$ cat src/rtl/core/bfdi_pkg.sv
// ----------------------------------------------------------------------------
// bfdi_pkg
// Shared types and constants for the bloom filter digest indexer.
// ----------------------------------------------------------------------------
package bfdi_pkg;

  // bits per digest byte and per filter row
  localparam int BYTE_BITS = 8;
  localparam int BIT_W     = 3;

  // operation codes carried on the opcode field
  typedef enum logic [2:0] {
    OP_ADD   = 3'd0,
    OP_QUERY = 3'd1,
    OP_QADD  = 3'd2,
    OP_LOAD  = 3'd3,
    OP_READ  = 3'd4
  } op_t;

  // answer kinds on the result channel
  localparam logic KIND_DIGEST = 1'b0;
  localparam logic KIND_READ   = 1'b1;

endpackage

$ cat src/rtl/core/bfdi_ram.sv
// ----------------------------------------------------------------------------
// bfdi_ram
// Generic simple dual-port RAM, one write port and one registered read port.
// A read and a write to the same address in one cycle return the old data.
// ----------------------------------------------------------------------------
module bfdi_ram #(
  parameter int WIDTH = 8,
  parameter int DEPTH = 128
) (
  input  logic                     clk,
  input  logic                     we,
  input  logic [$clog2(DEPTH)-1:0] waddr,
  input  logic [WIDTH-1:0]         wdata,
  input  logic                     re,
  input  logic [$clog2(DEPTH)-1:0] raddr,
  output logic [WIDTH-1:0]         rdata
);

  logic [WIDTH-1:0] mem [DEPTH];

  // write port
  always_ff @(posedge clk) begin
    if (we) begin
      mem[waddr] <= wdata;
    end
  end

  // registered read port, holds between reads
  always_ff @(posedge clk) begin
    if (re) begin
      rdata <= mem[raddr];
    end
  end

endmodule

$ cat src/rtl/core/bloom_filter_digest_indexer.sv
// ----------------------------------------------------------------------------
// bloom_filter_digest_indexer
// A beat is registered in stage one, its result then in the output register,
// which decouples a stalled result channel. One beat per cycle outside the
// clearing pass; the input stalls only when stage one holds a result while
// an older one waits unaccepted. Reset: rst_n clears control state, then a
// clearing pass zeroes both filter RAMs one byte row a cycle, in_ready low.
// FILTER_BITS must be a power of two (unchecked); filter indexes wrap on it.
// ----------------------------------------------------------------------------
module bloom_filter_digest_indexer #(
  parameter int INDEX_BITS  = 10,
  parameter int FILTER_BITS = 1024
) (
  input  logic       clk,
  input  logic       rst_n,
  input  logic       in_valid,
  output logic       in_ready,
  input  logic [2:0] in_opcode,
  input  logic [7:0] in_data_byte,
  input  logic [6:0] in_byte_index,
  input  logic       in_last,
  output logic       out_valid,
  input  logic       out_ready,
  output logic       out_answer_kind,
  output logic       out_match,
  output logic [7:0] out_read_byte
);

  localparam int BB     = bfdi_pkg::BYTE_BITS;
  localparam int BW     = bfdi_pkg::BIT_W;
  localparam int ROWS   = FILTER_BITS / BB;
  localparam int ROW_W  = $clog2(ROWS);
  localparam int POS_W  = $clog2(FILTER_BITS);
  localparam int FILL_W = $clog2(INDEX_BITS);
  localparam int EXT_W  = INDEX_BITS + BB;
  localparam int IDXP_W = (INDEX_BITS > POS_W) ? INDEX_BITS : POS_W;
  // one spare bit so the row count itself fits for the range compare
  localparam int BIDX_W = ((ROW_W > 7) ? ROW_W : 7) + 1;

  // clearing pass
  logic             clear_r, clear_nxt;
  logic [ROW_W-1:0] clear_cnt_r, clear_cnt_nxt;

  // digest collection state
  logic [INDEX_BITS-1:0] chunk_bits_r, chunk_bits_nxt;
  logic [FILL_W-1:0]     chunk_fill_r, chunk_fill_nxt;
  logic                  miss_seen_r, miss_seen_nxt;

  // stage one registers
  logic             s1_valid_r, s1_valid_nxt;
  bfdi_pkg::op_t    s1_op_r;
  logic             s1_last_r;
  logic             s1_hit_r;
  logic [BW-1:0]    s1_bit_r;
  logic [ROW_W-1:0] s1_row_r;
  logic             s1_rng_r;
  logic             byp_valid_r;
  logic [BB-1:0]    byp_data_r;

  // output register
  logic          out_valid_r, out_valid_nxt;
  logic          out_kind_r;
  logic          out_match_r;
  logic [BB-1:0] out_byte_r;

  // stage zero signals
  bfdi_pkg::op_t     in_op;
  logic              in_accept;
  logic              in_digest;
  logic [BB-1:0]     rev_byte;
  logic [EXT_W-1:0]  ext_bits;
  logic              idx_hit;
  logic [BW-1:0]     idx_shift;
  logic [INDEX_BITS-1:0] idx_val;
  logic [BB-1:0]     rem_mask;
  logic [IDXP_W-1:0] pos_ext;
  logic [POS_W-1:0]  pos;
  logic [BIDX_W-1:0] bidx_ext;
  logic              bidx_rng;
  logic [ROW_W-1:0]  bidx_row;
  logic [ROW_W-1:0]  local_raddr;

  // stage one signals
  logic          s1_digest;
  logic          s1_has_res;
  logic          s1_go;
  logic [BB-1:0] local_row;
  logic          peer_bit;
  logic          s1_act;
  logic          new_miss;
  logic          miss_now;
  logic          lw_en;
  logic [BB-1:0] lw_data;
  logic          res_kind;
  logic          res_match;
  logic [BB-1:0] res_byte;

  // ram ports
  logic             peer_we, local_we;
  logic [ROW_W-1:0] peer_waddr, local_waddr;
  logic [BB-1:0]    peer_wdata, local_wdata;
  logic [BB-1:0]    peer_rdata, local_rdata;

  // handshake
  assign in_op     = bfdi_pkg::op_t'(in_opcode);
  assign s1_go     = s1_valid_r && (!s1_has_res || !out_valid_r || out_ready);
  assign in_ready  = !clear_r && (!s1_valid_r || s1_go);
  assign in_accept = in_valid && in_ready;
  assign in_digest = (in_op == bfdi_pkg::OP_ADD) || (in_op == bfdi_pkg::OP_QUERY) ||
                     (in_op == bfdi_pkg::OP_QADD);

  // index extraction: bits enter lsb first, first bit lands as msb
  always_comb begin
    for (int j = 0; j < BB; j++) begin
      rev_byte[BB-1-j] = in_data_byte[j];
    end
    ext_bits  = {chunk_bits_r, rev_byte};
    idx_hit   = chunk_fill_r >= FILL_W'(INDEX_BITS - BB);
    idx_shift = BW'(chunk_fill_r - FILL_W'(INDEX_BITS - BB));
    idx_val   = INDEX_BITS'(ext_bits >> idx_shift);
    rem_mask  = BB'(({1'b0, {BB{1'b0}}} | (BB+1)'(1) << idx_shift) - (BB+1)'(1));
    pos_ext   = IDXP_W'(idx_val);
    pos       = pos_ext[POS_W-1:0];
    bidx_ext  = BIDX_W'(in_byte_index);
    bidx_rng  = bidx_ext < BIDX_W'(ROWS);
    bidx_row  = bidx_ext[ROW_W-1:0];
    local_raddr = (in_op == bfdi_pkg::OP_READ) ? bidx_row : pos[POS_W-1:BW];
  end

  // chunk state, speculative: a digest after a miss is gated in stage one
  always_comb begin
    chunk_bits_nxt = chunk_bits_r;
    chunk_fill_nxt = chunk_fill_r;
    if (in_accept && in_digest) begin
      if (in_last) begin
        chunk_bits_nxt = '0;
        chunk_fill_nxt = '0;
      end else if (idx_hit) begin
        chunk_bits_nxt = INDEX_BITS'(rev_byte & rem_mask);
        chunk_fill_nxt = FILL_W'(idx_shift);
      end else begin
        chunk_bits_nxt = ext_bits[INDEX_BITS-1:0];
        chunk_fill_nxt = chunk_fill_r + FILL_W'(BB);
      end
    end
  end

  // stage one: peer test, local update and result
  always_comb begin
    local_row  = byp_valid_r ? byp_data_r : local_rdata;
    peer_bit   = peer_rdata[s1_bit_r];
    s1_digest  = (s1_op_r == bfdi_pkg::OP_ADD) || (s1_op_r == bfdi_pkg::OP_QUERY) ||
                 (s1_op_r == bfdi_pkg::OP_QADD);
    s1_act     = s1_digest && s1_hit_r && !miss_seen_r;
    new_miss   = s1_act && (s1_op_r != bfdi_pkg::OP_ADD) && !peer_bit;
    miss_now   = miss_seen_r || new_miss;
    lw_en      = s1_go && s1_act && ((s1_op_r == bfdi_pkg::OP_ADD) ||
                 ((s1_op_r == bfdi_pkg::OP_QADD) && peer_bit));
    lw_data    = local_row | (BB'(1) << s1_bit_r);
    s1_has_res = 1'b0;
    res_kind   = bfdi_pkg::KIND_DIGEST;
    res_match  = 1'b0;
    res_byte   = '0;
    unique case (s1_op_r)
      bfdi_pkg::OP_ADD, bfdi_pkg::OP_QUERY, bfdi_pkg::OP_QADD: begin
        s1_has_res = s1_last_r;
        res_match  = (s1_op_r == bfdi_pkg::OP_ADD) || !miss_now;
      end
      bfdi_pkg::OP_READ: begin
        s1_has_res = 1'b1;
        res_kind   = bfdi_pkg::KIND_READ;
        res_byte   = s1_rng_r ? local_row : '0;
      end
      default: begin
        s1_has_res = 1'b0;
      end
    endcase
  end

  // miss flag, cleared at digest end
  always_comb begin
    miss_seen_nxt = miss_seen_r;
    if (s1_go && s1_digest) begin
      miss_seen_nxt = s1_last_r ? 1'b0 : miss_now;
    end
  end

  // pipeline valid and output valid
  always_comb begin
    s1_valid_nxt = in_accept || (s1_valid_r && !s1_go);
    if (s1_go && s1_has_res) begin
      out_valid_nxt = 1'b1;
    end else if (out_ready) begin
      out_valid_nxt = 1'b0;
    end else begin
      out_valid_nxt = out_valid_r;
    end
  end

  // clearing pass counter
  always_comb begin
    clear_nxt     = clear_r;
    clear_cnt_nxt = clear_cnt_r;
    if (clear_r) begin
      clear_cnt_nxt = clear_cnt_r + ROW_W'(1);
      if (clear_cnt_r == ROW_W'(ROWS - 1)) begin
        clear_nxt = 1'b0;
      end
    end
  end

  // ram write muxing between clearing pass and traffic
  always_comb begin
    peer_we     = clear_r || (in_accept && (in_op == bfdi_pkg::OP_LOAD) && bidx_rng);
    peer_waddr  = clear_r ? clear_cnt_r : bidx_row;
    peer_wdata  = clear_r ? '0 : in_data_byte;
    local_we    = clear_r || lw_en;
    local_waddr = clear_r ? clear_cnt_r : s1_row_r;
    local_wdata = clear_r ? '0 : lw_data;
  end

  // control registers
  always_ff @(posedge clk) begin
    if (!rst_n) begin
      clear_r      <= 1'b1;
      clear_cnt_r  <= '0;
      chunk_bits_r <= '0;
      chunk_fill_r <= '0;
      miss_seen_r  <= 1'b0;
      s1_valid_r   <= 1'b0;
      out_valid_r  <= 1'b0;
    end else begin
      clear_r      <= clear_nxt;
      clear_cnt_r  <= clear_cnt_nxt;
      chunk_bits_r <= chunk_bits_nxt;
      chunk_fill_r <= chunk_fill_nxt;
      miss_seen_r  <= miss_seen_nxt;
      s1_valid_r   <= s1_valid_nxt;
      out_valid_r  <= out_valid_nxt;
    end
  end

  // stage one payload, with bypass of a local write landing on the read row
  always_ff @(posedge clk) begin
    if (in_accept) begin
      s1_op_r     <= in_op;
      s1_last_r   <= in_last;
      s1_hit_r    <= idx_hit;
      s1_bit_r    <= pos[BW-1:0];
      s1_row_r    <= local_raddr;
      s1_rng_r    <= bidx_rng;
      byp_valid_r <= lw_en && (s1_row_r == local_raddr);
      byp_data_r  <= lw_data;
    end
  end

  // output payload
  always_ff @(posedge clk) begin
    if (s1_go && s1_has_res) begin
      out_kind_r  <= res_kind;
      out_match_r <= res_match;
      out_byte_r  <= res_byte;
    end
  end

  // filter stores, one byte row per entry
  bfdi_ram #(
    .WIDTH (BB),
    .DEPTH (ROWS)
  ) u_peer_ram (
    .clk   (clk),
    .we    (peer_we),
    .waddr (peer_waddr),
    .wdata (peer_wdata),
    .re    (in_accept),
    .raddr (pos[POS_W-1:BW]),
    .rdata (peer_rdata)
  );

  bfdi_ram #(
    .WIDTH (BB),
    .DEPTH (ROWS)
  ) u_local_ram (
    .clk   (clk),
    .we    (local_we),
    .waddr (local_waddr),
    .wdata (local_wdata),
    .re    (in_accept),
    .raddr (local_raddr),
    .rdata (local_rdata)
  );

  assign out_valid       = out_valid_r;
  assign out_answer_kind = out_kind_r;
  assign out_match       = out_match_r;
  assign out_read_byte   = out_byte_r;

endmodule

$ cat config.mk
export PLATFORM = sky130hd
export DESIGN_NAME = bloom_filter_digest_indexer
export DESIGN_NICKNAME = d
export VERILOG_FILES = /design/src/rtl/core/bfdi_pkg.sv /design/src/rtl/core/bfdi_ram.sv /design/src/rtl/core/bloom_filter_digest_indexer.sv
export SDC_FILE = /design/constraint.sdc
export NUM_CORES = 2
export LEC_CHECK = 0
export ABC_AREA = 1
export ABC_CLOCK_PERIOD_IN_PS = 12100
export BUFFER_PORTS_ARGS = -buffer_cell sky130_fd_sc_hd__buf_2
export CAP_MARGIN = 20
export CORE_UTILIZATION = 30
export CTS_BUF_LIST = sky130_fd_sc_hd__clkbuf_8
export DETAILED_ROUTE_END_ITERATION = 7
export HOLD_SLACK_MARGIN = 0.1
export SLEW_MARGIN = 40
export SYNTH_ARGS = -nofsm -noshare
export SYNTH_HDL_FRONTEND = slang
export SYNTH_HIERARCHICAL = 1
export SYNTH_SLANG_ARGS = --single-unit
export TNS_END_PERCENT = 30
$ cat constraint.sdc
create_clock -name clk -period 12.1 [get_ports clk]
set_input_delay 0.605 -clock clk [delete_from_list [all_inputs] [get_ports clk]]
set_output_delay 0.605 -clock clk [all_outputs]
set_load 0.005 [all_outputs]
==> impl_metrics.json <==
{
  "cts_resized": 0,
  "fp-row-count": 198,
  "critPathKind": "reg -> reg",
  "slowest_delay_ns": 0.80,
  "synth_top_cell_area_share_pct": 71.78,
  "fin_setup_tns_ns": 0,
  "vias": 58470,
  "drv_cap": 0,
  "antenna_left": 0,
  "fillers": 28600,
  "finalNetCount": 7618,
  "avgSynthCellArea_um2": 11.54,
  "drc": 0,
  "initial_utilization_pct": 30.15,
  "grt_pass1_vias": 56300,
  "port_buffers": 34,
  "fin_crit_sh_pct": 47.22,
  "skew_ns": 0.07639,
  "grt_use_total_pct": 16.01,
  "crit_fanout": 109,
  "yosys_warnings": 6,
  "yosysSeqAreaShare_pct": 72.28,
  "grt_max_degree": 214,
  "slew_headroom_pct": 37.82,
  "layout_common_cells": "nand2_1 (2564), edfxtp_1 (2098), nand3_1 (1897), clkbuf_8 (333), nor2_1 (250)",
  "synth_seq_cells": 2120,
  "path_cells": "inv_2, ha_1, inv_1, nand2_1, nand3_1, nand2_4, inv_8, buf_4, nand3_1, nand3_1, nand3_1, nand2_1, nand2_1, nand3_1, nand2_1, nand2_1, nand2_1",
  "hold_class": "in -> reg",
  "startpoint_type": "flop",
  "slowest_stage": "buf_4",
  "whs_ns": 0.2027,
  "clockBufferDepth": 4,
  "fp.dieH_um": 542.9,
  "yosys_most_used_dff": "edfxtp_1",
  "grt-ovfl-total": 0,
  "ioPinCount": 35,
  "gp_congestion": 0.9064,
  "power.density_nw_per_um2": 142.5,
  "dp_hpwl_um": 138000,
  "leakage_nw": 34.35,
  "cts.hold.buffers_added": 11,
  "core_area_um2": 291100,
  "min_period_ns": 5.714,
  "grt_pass1_wl_um": 360300,
  "area_delta_synth_final_pct": 11.04,
  "maxSlewViolCount": 0,
  "tritoncts": "yes",
  "worst_pin_slew_ns": 0.9292,
  "path_common_cell": "nand2_1",
  "dr.pass1.iters": 6,
  "worst_ep_required_time_ns": 12.79,
  "final_common_cell": "nand2_1",
  "drive_above_1_share_pct": 8.042,
  "antenna_found_initial": 14,
  "synthArstFlopShare_pct": 0,
  "rsz0062_at_grt": "false",
  "die_area_um2": 294700,
  "clk_pin_slew_worst_paths_ns": 0.07,
  "syn-num-nets": 7638,
  "path_delay_family": "buffers and inverters",
  "vias_per_cell": 4.980,
  "wl_per_cell_um": 20.62,
  "critPathBufInv": 4,
  "clkLatencyLatePin_ns": 0.94,
  "setup_viol": 0,
  "drt-initial-drc-count": 6070,
  "ir_worst_vdd_mv": 0.07913,
  "synth.area.top_cells": "edfxtp_1 (72%), nand2_1 (11%), nand3_1 (11%), buf_2 (1.4%), nor2_1 (1.3%)",
  "synth_cell_type_count": 37,
  "end_kind": "flop",
  "htreeDepth": 5,
  "clock-root-buffer": "clkbuf_8",
  "postCtsSetupBuffers": 0,
  "status": "completed",
  "numCtsBuffers": 322,
  "fmax_mhz": 175.0,
  "hold_viol_final": 0,
  "wirelength_um": 242100,
  "clock-sinks": 2120,
  "die_w_um": 542.9,
  "cp.arrival_ns": 6.40,
  "synth_top_cell_by_area": "edfxtp_1",
  "synth_edf_count": 2098,
  "netlist_area_um2": 87770,
  "syn_inst": 7606
}
[registers in the layout (all words and copies together), names as in the netlist]
signal,cells
clear_cnt_r,7
s1_bit_r,3
s1_row_r,7
byp_valid_r,1
chunk_fill_r,3
out_answer_kind,1
clear_r,1
s1_last_r,1
chunk_bits_r,8
u_peer_ram/rdata,8
s1_hit_r,1
u_local_ram/rdata,8
s1_op_r,3
out_valid,1
byp_data_r,8
out_read_byte,8
miss_seen_r,1
out_match,1
u_peer_ram/mem,1024
s1_valid_r,1
u_local_ram/mem,1024
[kinds of logic after synthesis]
kind of cell,share of synthesized area [%]
AOI/OAI and AO/OA,0.4063
xor gates and xnor gates,0.009980
adders and majority gates,0.1454
buffers and inverters,3.628
DFF,72.28
muxes,0.09123
other,0.004272
and+or+nand+nor,23.44
[worst min-delay path, stage by stage]
cell,delay (ns)
buf_2,0.19
o21ai_0,0.10
o21ai_0,0.11
[where the power goes]
group,switching (mW),internal [mW]
Clock,2.77,2.83
Sequential,0.00454,7.97
Combinational,0.251,0.0692
[per-stage QoR]
step | std cells | worst slack, ns | utilization (%) | power [mW] | area [µm²]
CTS | 11730 | 6.030 | 33.41 | 13.99 | 97240
detailed placement | 11150 | 6.045 | 31.33 | 8.432 | 91210
global route | 11740 | 5.955 | 33.48 | 14.31 | 97460
finish | 11740 | 6.386 | 33.48 | 13.89 | 97460
global placement | 11140 | 5.945 | 31.24 | 8.431 | 90940
floorplan | 7606 | 6.912 | - | 8.306 | 87770
[cell usage after synthesis (22+ instances only)]
cell      number
a21oi_1       25
buf_1         29
buf_2        247
buf_4         80
buf_6         48
clkbuf_1      75
dfxtp_1       22
edfxtp_1    2098
inv_1         98
nand2_1     2575
nand3_1     1897
nor2_1       308
nor3_1        22
o21ai_0       26
[area by class of cell]
class / count / area [µm²] / share of cell area (%)
repair buffers: 135 / 1224 / 1.256
inverters: 107 / 481.7 / 0.4942
diodes: 7 / 17.52 / 0.01797
multi-input cells: 4900 / 21500 / 22.06
clock buffers: 331 / 4556 / 4.674
flip-flops and latches: 2120 / 63440 / 65.09
well taps: 3900 / 4880 / 5.007
clock inverters: 241 / 1366 / 1.402
[routing by layer]
metal	up-vias	GRT usage [%]	wire length (µm)
met1	28750	21.12	98460
met3	466	3.213	21410
met5	-	0	99
li1	26640	-	-
met2	2610	25.57	112300
met4	2	6.708	9780
[worst paths after layout]
check	slack, ns	startpoint	depth (start not counted)	endpoint
worst max register to register	6.39	chunk_fill_r[1]	17	u_local_ram/rdata[6]
worst min-delay path	0.20	in_data_byte[5]	3	s1_bit_r[2]
worst max-delay path	6.39	chunk_fill_r[1]	17	u_local_ram/rdata[6]
worst min register to register	0.47	chunk_bits_r[6]	2	chunk_bits_r[6]
Note: power is estimated with default switching activity, not from simulation.
